$ cat src/mpd_pkg.sv
`timescale 1ns / 1ps
package mpd_pkg;

	localparam int VW = 16;
	localparam int EW = 16;

	localparam logic [1:0] ST_OK     = 2'd0;
	localparam logic [1:0] ST_DIVZ   = 2'd1;
	localparam logic [1:0] ST_NOINV  = 2'd2;

	localparam logic OP_POW = 1'b0;
	localparam logic OP_DIV = 1'b1;

	typedef struct packed {
		logic          op;
		logic [VW-1:0] a_value;
		logic [VW-1:0] divisor;
		logic [EW-1:0] exponent;
	} in_t;

	typedef struct packed {
		logic [VW-1:0] result;
		logic [1:0]    status;
	} out_t;

	typedef enum logic [3:0] {
		S_IDLE, S_REDA, S_REDB, S_POWSQ, S_POWMUL, S_EDIV, S_EUPD, S_FIX, S_AMUL, S_DONE
	} state_t;

endpackage

$ cat src/mpd_mulmod.sv
`timescale 1ns / 1ps
// serial modular multiply: shift-and-add, one multiplier bit per cycle
module mpd_mulmod #(
	parameter int W = 16
) (
	input  logic         clk,
	input  logic         arst_n,
	input  logic         start,
	input  logic [W-1:0] x,
	input  logic [W-1:0] y,
	input  logic [W-1:0] m,
	output logic         busy,
	output logic [W-1:0] p
);
	localparam int CW = $clog2(W + 1);

	logic [W-1:0]  y_q;
	logic [W-1:0]  x_q;
	logic [W-1:0]  acc_q;
	logic [CW-1:0] cnt_q;
	logic          busy_q;
	logic [W:0]    dbl, dbl_r, add, add_r;

	// horner step: acc = 2*acc (+x) mod m, msb first
	always_comb begin
		dbl   = {acc_q, 1'b0};
		dbl_r = (dbl >= {1'b0, m}) ? dbl - {1'b0, m} : dbl;
		add   = dbl_r + {1'b0, x_q};
		add_r = (add >= {1'b0, m}) ? add - {1'b0, m} : add;
	end

	always_ff @(posedge clk or negedge arst_n) begin
		if (!arst_n) begin
			busy_q <= 1'b0;
			cnt_q  <= '0;
		end else if (start) begin
			busy_q <= 1'b1;
			cnt_q  <= CW'(W);
		end else if (busy_q) begin
			cnt_q <= cnt_q - 1'b1;
			if (cnt_q == CW'(1))
				busy_q <= 1'b0;
		end
	end

	always_ff @(posedge clk) begin
		if (start) begin
			x_q   <= x;
			y_q   <= y;
			acc_q <= '0;
		end else if (busy_q) begin
			acc_q <= y_q[W-1] ? add_r[W-1:0] : dbl_r[W-1:0];
			y_q   <= {y_q[W-2:0], 1'b0};
		end
	end

	assign busy = busy_q;
	assign p    = acc_q;
endmodule

$ cat src/mpd_divider.sv
`timescale 1ns / 1ps
// serial restoring divider, one quotient bit per cycle
module mpd_divider #(
	parameter int W = 16
) (
	input  logic         clk,
	input  logic         arst_n,
	input  logic         start,
	input  logic [W-1:0] n,
	input  logic [W-1:0] d,
	output logic         busy,
	output logic [W-1:0] q,
	output logic [W-1:0] r
);
	localparam int CW = $clog2(W + 1);

	logic [W-1:0]  n_q, q_q, r_q, d_q;
	logic [CW-1:0] cnt_q;
	logic          busy_q;
	logic [W:0]    trial;

	// shift in next dividend bit and try subtract
	assign trial = {r_q, n_q[W-1]};

	always_ff @(posedge clk or negedge arst_n) begin
		if (!arst_n) begin
			busy_q <= 1'b0;
			cnt_q  <= '0;
		end else if (start) begin
			busy_q <= 1'b1;
			cnt_q  <= CW'(W);
		end else if (busy_q) begin
			cnt_q <= cnt_q - 1'b1;
			if (cnt_q == CW'(1))
				busy_q <= 1'b0;
		end
	end

	always_ff @(posedge clk) begin
		if (start) begin
			n_q <= n;
			d_q <= d;
			r_q <= '0;
			q_q <= '0;
		end else if (busy_q) begin
			n_q <= {n_q[W-2:0], 1'b0};
			if (trial >= {1'b0, d_q}) begin
				r_q <= W'(trial - {1'b0, d_q});
				q_q <= {q_q[W-2:0], 1'b1};
			end else begin
				r_q <= trial[W-1:0];
				q_q <= {q_q[W-2:0], 1'b0};
			end
		end
	end

	assign busy = busy_q;
	assign q    = q_q;
	assign r    = r_q;
endmodule

$ cat src/modular_power_and_division.sv
`timescale 1ns / 1ps
// modular power and division unit over a configured modulus m
// channels: in (in_valid/in_stall, fields in_op to in_exponent), out
// (out_valid/out_stall, fields out_result and out_status), cfg
// (cfg_valid/cfg_ready/cfg_data) writes the modulus; values 0 and 1 act as 1
// one item at a time; each beat gives exactly one result beat
// each serial divide or multiply runs as a launch, a step per bit, then a hand-off
// power: one reduction, then per exponent bit one squaring and, for set bits,
// one multiply; a clear bit skips the multiply; all bits are walked
// divide: two reductions, then extended euclid; each iteration is one serial
// division plus one serial multiply for the coefficient update, then a check
// state and, if an inverse exists, a final multiply by the dividend
// a zero divisor ends after the two reductions
// the result beat is offered in the cycle after the done state
// reset: modulus returns to 2, any item in flight is dropped
// a stalled result holds in the output register; no new beat is taken
// until the result beat leaves
module modular_power_and_division #(
	parameter int VALUE_WIDTH = 16,
	parameter int EXP_WIDTH   = 16
) (
	input  logic                      clk,
	input  logic                      arst_n,
	input  logic                      in_valid,
	output logic                      in_stall,
	input  logic                      in_op,
	input  logic [VALUE_WIDTH-1:0]    in_a_value,
	input  logic [VALUE_WIDTH-1:0]    in_divisor,
	input  logic [EXP_WIDTH-1:0]      in_exponent,
	output logic                      out_valid,
	input  logic                      out_stall,
	output logic [VALUE_WIDTH-1:0]    out_result,
	output logic [1:0]                out_status,
	input  logic                      cfg_valid,
	output logic                      cfg_ready,
	input  logic [VALUE_WIDTH-1:0]    cfg_data
);
	import mpd_pkg::*;
	localparam int W = VALUE_WIDTH;

	state_t st_q, st_d;
	logic [W-1:0] mod_q, m_eff;
	logic         op_q;
	logic [W-1:0] a_q, b_q;
	logic [EXP_WIDTH-1:0] e_q;
	logic [$clog2(EXP_WIDTH+1)-1:0] ecnt_q;
	logic [W-1:0] acc_q, base_q;
	// euclid: remainders and coefficients mod m
	logic [W-1:0] r0_q, r1_q, s0_q, s1_q, qt_q;
	logic         out_valid_q;
	logic [W-1:0] res_q;
	logic [1:0]   stat_q;
	logic         started_q;

	logic         dv_start, dv_busy, mm_start, mm_busy;
	logic [W-1:0] dv_n, dv_d, dv_q, dv_r, mm_x, mm_y, mm_p;
	logic         accept, unit_busy, unit_done;

	assign m_eff     = (mod_q < W'(2)) ? W'(1) : mod_q;
	assign accept    = in_valid && !in_stall;
	assign in_stall  = (st_q != S_IDLE) || out_valid_q;
	assign cfg_ready = 1'b1;
	assign unit_busy = dv_busy || mm_busy;
	assign unit_done = started_q && !unit_busy;

	mpd_divider #(.W(W)) u_div (
		.clk(clk), .arst_n(arst_n), .start(dv_start), .n(dv_n), .d(dv_d),
		.busy(dv_busy), .q(dv_q), .r(dv_r)
	);

	mpd_mulmod #(.W(W)) u_mul (
		.clk(clk), .arst_n(arst_n), .start(mm_start), .x(mm_x), .y(mm_y),
		.m(m_eff), .busy(mm_busy), .p(mm_p)
	);

	// next state
	always_comb begin
		st_d = st_q;
		unique case (st_q)
			S_IDLE:   if (accept) st_d = S_REDA;
			S_REDA:   if (unit_done) st_d = (op_q == OP_POW) ? S_POWMUL : S_REDB;
			S_REDB:   if (unit_done) st_d = (dv_r == '0) ? S_DONE : S_EDIV;
			S_POWMUL: if (unit_done) st_d = S_POWSQ;
			S_POWSQ:  if (unit_done)
				st_d = (ecnt_q == ($clog2(EXP_WIDTH+1))'(1)) ? S_DONE : S_POWMUL;
			S_EDIV:   if (unit_done) st_d = S_EUPD;
			S_EUPD:   if (unit_done) st_d = (r1_q == '0) ? S_FIX : S_EDIV;
			S_FIX:    st_d = (r0_q != W'(1)) ? S_DONE : S_AMUL;
			S_AMUL:   if (unit_done) st_d = S_DONE;
			S_DONE:   st_d = S_IDLE;
			default:  st_d = S_IDLE;
		endcase
	end

	// unit launch and operand selection
	always_comb begin
		dv_start = 1'b0;
		mm_start = 1'b0;
		dv_n = a_q;
		dv_d = m_eff;
		mm_x = acc_q;
		mm_y = base_q;
		unique case (st_q)
			S_REDA: begin
				dv_start = !started_q;
			end
			S_REDB: begin
				dv_start = !started_q;
				dv_n = b_q;
			end
			S_POWMUL: begin
				mm_start = !started_q && e_q[0];
			end
			S_POWSQ: begin
				mm_start = !started_q;
				mm_x = base_q;
			end
			S_EDIV: begin
				dv_start = !started_q;
				dv_n = r0_q;
				dv_d = r1_q;
			end
			S_EUPD: begin
				mm_start = !started_q;
				mm_x = qt_q;
				mm_y = s1_q;
			end
			S_AMUL: begin
				mm_start = !started_q;
				mm_x = a_q;
				mm_y = s0_q;
			end
			default: ;
		endcase
	end

	// datapath
	always_ff @(posedge clk or negedge arst_n) begin
		if (!arst_n) begin
			st_q        <= S_IDLE;
			mod_q       <= W'(2);
			out_valid_q <= 1'b0;
			started_q   <= 1'b0;
		end else begin
			st_q <= st_d;
			if (cfg_valid && cfg_ready)
				mod_q <= cfg_data;
			if (out_valid_q && !out_stall)
				out_valid_q <= 1'b0;
			if (st_q == S_DONE)
				out_valid_q <= 1'b1;
			if (dv_start || mm_start)
				started_q <= 1'b1;
			else if (st_d != st_q || (st_q == S_POWMUL && !e_q[0] && started_q == 1'b0))
				started_q <= (st_q == S_POWMUL && !e_q[0]) ? 1'b1 : 1'b0;
			if (st_d != st_q)
				started_q <= 1'b0;
		end
	end

	always_ff @(posedge clk) begin
		unique case (st_q)
			S_IDLE: if (accept) begin
				op_q   <= in_op;
				a_q    <= in_a_value;
				b_q    <= in_divisor;
				e_q    <= in_exponent;
				ecnt_q <= ($clog2(EXP_WIDTH+1))'(EXP_WIDTH);
				acc_q  <= (m_eff == W'(1)) ? '0 : W'(1);
				res_q  <= '0;
				stat_q <= ST_OK;
			end
			S_REDA: if (unit_done) begin
				a_q    <= dv_r;
				base_q <= dv_r;
			end
			S_REDB: if (unit_done) begin
				r0_q <= m_eff;
				r1_q <= dv_r;
				s0_q <= '0;
				s1_q <= W'(1);
				if (dv_r == '0)
					stat_q <= ST_DIVZ;
			end
			S_POWMUL: if (unit_done && e_q[0])
				acc_q <= mm_p;
			S_POWSQ: if (unit_done) begin
				base_q <= mm_p;
				e_q    <= e_q >> 1;
				ecnt_q <= ecnt_q - 1'b1;
				if (ecnt_q == ($clog2(EXP_WIDTH+1))'(1))
					ecnt_q <= '0;
				if (ecnt_q == ($clog2(EXP_WIDTH+1))'(1))
					res_q <= acc_q;
			end
			S_EDIV: if (unit_done) begin
				qt_q <= (dv_q >= m_eff) ? dv_q - m_eff : dv_q;
				r0_q <= r1_q;
				r1_q <= dv_r;
			end
			S_EUPD: if (unit_done) begin
				// s_new = s0 - q*s1 mod m
				s0_q <= s1_q;
				s1_q <= (s0_q >= mm_p) ? s0_q - mm_p : W'({1'b0, s0_q} + {1'b0, m_eff} - {1'b0, mm_p});
			end
			S_FIX: if (r0_q != W'(1))
				stat_q <= ST_NOINV;
			S_AMUL: if (unit_done)
				res_q <= mm_p;
			default: ;
		endcase
	end

	assign out_valid  = out_valid_q;
	assign out_result = res_q;
	assign out_status = stat_q;
endmodule
$ cat config.mk
export PLATFORM = sky130hd
export DESIGN_NAME = modular_power_and_division
export DESIGN_NICKNAME = d
export VERILOG_FILES = /design/src/mpd_pkg.sv /design/src/mpd_mulmod.sv /design/src/mpd_divider.sv /design/src/modular_power_and_division.sv
export SDC_FILE = /design/constraint.sdc
export NUM_CORES = 1
export LEC_CHECK = 0
export BUFFER_PORTS_ARGS = -buffer_cell sky130_fd_sc_hd__buf_4
export CAP_MARGIN = 40
export CORE_MARGIN = 1.5
export CORE_UTILIZATION = 35
export CTS_CLUSTER_DIAMETER = 30
export DETAILED_ROUTE_END_ITERATION = 16
export GPL_TIMING_DRIVEN = 0
export SYNTH_ARGS = -nofsm -noshare
export SYNTH_HDL_FRONTEND = slang
export SYNTH_SLANG_ARGS = --single-unit
$ cat constraint.sdc
create_clock -name clk -period 19.5 [get_ports clk]
set_input_delay 3.9 -clock clk [delete_from_list [all_inputs] [get_ports clk]]
set_output_delay 3.9 -clock clk [all_outputs]
set_load 0.02 [all_outputs]
==> run metrics, run 1 <==
status=finished clean; Inserted Clock Buffers=80; ys async rst share=about 10%; CTS Root Cell=clkbuf_16; register area share after synthesis=a little under half; share of the synthesized area in the top cell type=between 30% and 40%; cells taking the most area after synthesis=edfxtp_1, ha_1, dfxtp_1; worst hold endpoint=u_div.q[0]; die width=around 240 um; Critical Path Start=mod_q[9]; Starting Density=around a third; drt pass-1 iters=6; DRC viols=0; initial antenna violation count=1; Routed WL per cell=roughly 23 um; Worst EP required=~20 ns; FP Rows=87; number of routed nets with antenna violations=0; RSZ-0062 raised after global routing=no; setup violators final=0; Syn Area/Cell=10.3 um^2; GP Congestion=0.963; CP endpoint kind=flop; layout cells sized above 1=15.6%; total negative slack=0 ns; f_max=approximately 130 MHz; vias in the first global route=around 16k; most common cell in the synthesized netlist=edfxtp_1; # resized after CTS=0; Syn Std Cell Area=0.0198 mm^2; dpl cell area=0.0216 mm^2; worst slew pin tran=around 0.85 ns; critical-path maximum fanout=6; hold depth=2; # H-tree levels=3; Max Cap Viol=0; total track usage=23.0%; worst r2r path cells=25; critical path arrival=8.35 ns; Mapped Nets=2141; vias=roughly 16k; synthesis-to-finish area growth=23.2%; worst reg2reg endpoint=u_mul.p[13]; Clock transition at path regs=~0.05 ns; largest net degree at the start of global routing=35; Critical Path Start Type=flop; Synth Flop Type=edfxtp_1; Placeable Area=around 0.056 mm^2; clk_skew=~0.065 ns; Hold Vio Cnt, Final=0; Post-synth top cells=edfxtp_1, nand2_1, nor2_1; Slew Limit Fails=0; Worst Hold Class=flop to flop; Clock Tree Buf Depth=3; worst hold start=u_div.q[0]; Worst R2R Start=mod_q[9]; post-synthesis cell count=1932; I/O pin total=between 90 and 100; cts hold-fix bufs=0; min cycle time layout=approximately 7.9 ns; Detailed Place HPWL=49800 um; die area=roughly 0.058 mm^2; Cell variety after synth=85; post-DR vias/cell=5.54; post-route cell area=around 0.024 mm^2; Slew Limit Headroom=43.5%; area leader, netlist=edfxtp_1; postcts setup bufs=0; Seq cells post-synth=330; clk sinks=330; nets@finish=approximately 2.3k; first-pass GRT wire length=97700 um; GRT overflow=0; EDFF count, synth=between 200 and 250; Starting DRT DRC Count=1664; critical path class=flop to flop; Syn. warnings=0; Tcrit/Tclk final=a little over 40%; port buffer count=between 80 and 90; Die H=around 240 um; DRT Wirelength=66500 um; reg2reg setup slack=between 10 and 15 ns; clk_lat worst skew=around 0.63 ns; CTS tree=done
-- how the worst max path moves through the flow --
stage	end	slack [ns]	depth (start not counted)
2_1_floorplan	u_mul.p[13]	13.40	29
3_3_place_gp	out_result[6]	11.55	3
3_5_place_dp	u_mul.p[13]	11.79	25
4_1_cts	u_mul.p[13]	11.73	25
5_1_grt	u_mul.p[13]	11.11	25
6_report	u_mul.p[13]	11.63	25
-- per-stage QoR --
| step | std cells | util (%) | setup slack (ns) | hold WS [ns] |
|---|---|---|---|---|
| 2_1_floorplan | 1932 | - | 13.40 | 0.463 |
| 3_3_place_gp | 2777 | 38.1 | 11.55 | 0.483 |
| 3_5_place_dp | 2788 | 38.4 | 11.79 | 0.486 |
| 4_1_cts | 2936 | 43.4 | 11.73 | 0.496 |
| 5_1_grt | 2936 | 43.4 | 11.11 | 0.518 |
| 6_report | 2939 | 43.4 | 11.63 | 0.498 |
-- layout by cell type (no fill, tap or decap), types with 10 or more instances in the layout --
cell type / instances
edfxtp_1: 248
dfrtp_1: 33
a21oi_1: 94
a211oi_1: 13
or3_1: 12
a221oi_1: 16
a22oi_1: 19
dfxtp_1: 48
xor2_1: 31
and3_1: 10
nand2_1: 199
o221ai_1: 13
nor3_1: 45
ha_1: 118
inv_1: 145
mux2_2: 63
nor2_1: 158
xnor2_1: 63
nand4_1: 14
clkbuf_16: 83
a222oi_1: 13
a31oi_1: 27
a21o_1: 40
and2_1: 21
clkinv_2: 10
o21ai_0: 140
nand3_1: 24
clkbuf_1: 74
nor4_1: 15
nor2b_1: 18
mux2i_1: 47
fa_1: 21
buf_4: 96
-- kinds of logic after synthesis --
family | count (synthesis) | synth area share (%)
muxes | 111 | 6.03
adders and majority gates | 139 | 9.58
buffers and inverters | 224 | 4.39
DFF | 330 | 46.8
and+or+nand+nor | 556 | 13.1
xor gates and xnor gates | 94 | 4.16
AOI/OAI and AO/OA | 477 | 16.0
other | 1 | 0.0189
-- layout make-up --
type	instances	area, um^2
sequential	330	9260
clock inverter	46	592
timing repair buffer	100	790
fill	5402	31800
clock buffer	102	2220
inverter	148	556
tap	756	946
antenna	3	7.51
buffer	76	315
multi-input combinational	1378	9710
-- routing by layer --
layer / vias up / share of wire, % / GRT usage, %
met5: - / 0 / 0
met2: 678 / 45 / 36.1
met1: 7970 / 41 / 29.5
met3: 149 / 8.5 / 5.35
li1: 7481 / - / -
met4: 0 / 5.1 / 12.3
-- critical path: stages, from the launching register on --
cell and delay, ns:
dfrtp_1 0.40, inv_1 0.58, ha_1 0.34, nand4_1 0.20
or3_1 0.42, o31ai_2 0.72, mux2i_1 0.39, inv_1 0.11
fa_1 0.47, nand3b_1 0.23, a311oi_1 0.37, nor3_1 0.14
o21ai_0 0.31, nor2_1 0.10, xnor2_1 0.21, ha_1 0.34
a21o_1 0.20, a21oi_1 0.25, o2111ai_1 0.16, a211oi_1 0.32
o21ai_0 0.23, nor4b_2 0.42, nor2_4 0.14, mux2_4 0.33
mux2i_1 0.23, o22ai_1 0.10
Power of run 1 is left out: the tool's default activity adds up to more than one toggle a clock period on the data nets, which glitch-free logic cannot reach.
==> run 2, diff against run 1 <==
--- a/config.mk
+++ b/config.mk
@@ -5,6 +5,7 @@
 export SDC_FILE = /design/constraint.sdc
 export NUM_CORES = 1
 export LEC_CHECK = 0
+export ABC_AREA = 1
 export BUFFER_PORTS_ARGS = -buffer_cell sky130_fd_sc_hd__buf_4
 export CAP_MARGIN = 40
 export CORE_MARGIN = 1.5
==> constraint.sdc (replaced) <==
create_clock -name clk -period 7 [get_ports clk]
set_input_delay 1.4 -clock clk [delete_from_list [all_inputs] [get_ports clk]]
set_output_delay 1.4 -clock clk [all_outputs]
set_load 0.02 [all_outputs]
==> run metrics, run 2 <==
worst stage delay on the critical path=around 0.52 ns; Slew Limit Headroom=between 30 and 40%; die area=between 0.05 and 0.06 mm^2; share of the synthesized area in the top cell type=a little under two fifths; GRT overflow=0; GP Congestion=a little under 1; Clock transition at path regs=~0.05 ns; Tcrit/Tclk final=95.3%; antenna cells=0; Final Non-Filler Cells=about 3.4k; Post-synth top cells=nand2_1, inv_1, edfxtp_1; min cycle time layout=between 6 and 7 ns; Worst EP required=between 7 and 8 ns; layout cells sized above 1=around 11%; Critical Path Start Type=flop; f_max=roughly 150 MHz; clk_lat worst skew=about 0.60 ns; Inserted Clock Buffers=77; register area share after synthesis=a little under half; Hold Vio Cnt, Final=0; total track usage=a little under a quarter; vias=~18k; Starting Density=about a third; dpl cell area=between 0.02 and 0.025 mm^2; critical path arrival=roughly 7 ns; Die H=~240 um; DRT Wirelength=70100 um; Slew Limit Fails=0; ys async rst share=around a tenth; Seq cells post-synth=330; leading cell type in the layout, fill and taps excluded=nand2_1; Placeable Area=~0.057 mm^2; worst reg2reg endpoint=u_mul.p[0]; Synth Flop Type=edfxtp_1; postcts setup bufs=0; Detailed Place HPWL=~54000 um; most frequent cells in the layout=nand2_1, inv_1, edfxtp_1; Inst Count DP=3265; Critical Path Start=mod_q[1]; Syn. warnings=0; RSZ-0062 raised after global routing=no; synthesis-to-finish area growth=22.0%; vias in the first global route=~18k; port buffer count=89; largest net degree at the start of global routing=35; post-layout util=roughly 43%; clk_skew=around 0.032 ns; worst slew pin tran=0.894 ns; drt pass-1 iters=6; Syn Area/Cell=8.45 um^2; status=finished clean; Worst R2R Start=mod_q[1]; area leader, netlist=edfxtp_1; I/O pin total=around 90; Syn Std Cell Area=approximately 0.020 mm^2; CP endpoint kind=flop; post-route cell area=between 0.02 and 0.025 mm^2; Routed WL per cell=just over 20 um; Critical Path Sink=u_mul.p[0]; total negative slack=0 ns; Mapped Nets=2608; Cell variety after synth=60; reg2reg setup slack=0.33 ns; worst r2r path cells=32; most common cell in the synthesized netlist=nand2_1; post-DR vias/cell=5.34; number of routed nets with antenna violations=0; initial antenna violation count=0; # H-tree levels=3; EDFF count, synth=around 250; clk sinks=330; CTS Root Cell=clkbuf_16; cells taking the most area after synthesis=edfxtp_1, nand2_1, ha_1; Worst path most repeated cell=nand2_1; nets@finish=approximately 2.8k; DRC viols=0; first-pass GRT wire length=104000 um; Layout fillers=approximately 5.6k; FP Rows=88; Clock Tree Buf Depth=3; CP max stage cell=dfstp_2; CTS tree=done; Multi-input gate area=0.00960 mm^2; die width=around 240 um; Worst Hold Class=flop to flop; Max Cap Viol=0; post-synthesis cell count=2399; Starting DRT DRC Count=roughly 1.7k; critical path class=flop to flop; critical-path maximum fanout=10; Storage cell area=just over 0.009 mm^2; setup violators final=0
run 2: routing by layer:
layer,share of wire (%),vias up,track usage [%]
met5,0,-,0
met4,4.4,0,10.1
met3,7.4,180,4.67
met2,47,824,38.6
met1,41,8649,29.4
li1,-,8531,-
run 2: final cells by class:
class	count	share of cell area (%)
multi-input combinational	1691	38.8
sequential	330	37.4
clock buffer	94	8.50
inverter	307	4.66
tap	765	3.87
timing repair buffer	101	3.26
clock inverter	46	2.22
buffer	71	1.27
run 2: worst max-delay path: cells and delay by family, from the launching register on:
kind,cells,cell delay (ns)
and+or+nand+nor,11,1.27
AOI/OAI and AO/OA,11,2.13
adders and majority gates,3,1.22
xor gates and xnor gates,2,0.52
buffers and inverters,5,0.86
DFF,1,0.52
run 2: timing repair:
| action | in CTS | in global routing |
|---|---|---|
| resized for setup | 1 | 4 |
| endpoints found under the setup margin | 15 | 16 |
| hold buffers | 0 | 0 |
run 2: how the worst min path moves through the flow:
stage                     slack, ns  startpoint  depth (start not counted)         to
final                          0.49     st_q[2]                          1  out_valid
after global routing           0.51     st_q[2]                          1  out_valid
after CTS                      0.49     st_q[2]                          1  out_valid
after detailed placement       0.48     st_q[2]                          1  out_valid
after global placement         0.48     st_q[2]                          1  out_valid
after floorplan                0.45     st_q[2]                          1  out_valid
run 2: cell families after synthesis:
| logic type | count (synthesis) | share of synthesized area, % |
|---|---|---|
| and+or+nand+nor | 975 | 20.1 |
| AOI/OAI and AO/OA | 488 | 13.8 |
| buffers and inverters | 378 | 7.24 |
| DFF | 330 | 45.7 |
| adders and majority gates | 139 | 9.35 |
| xor gates and xnor gates | 88 | 3.80 |
| other | 1 | 0.0185 |
run 2: through the flow:
stage               setup slack (ns)  hold slack, ns
floorplan                       1.47           0.455
global placement              -0.143           0.475
detailed placement            -0.147           0.481
CTS                            0.149           0.487
global route                0.000524           0.511
finish                         0.331           0.489
Power of run 2 is left out for the same reason.
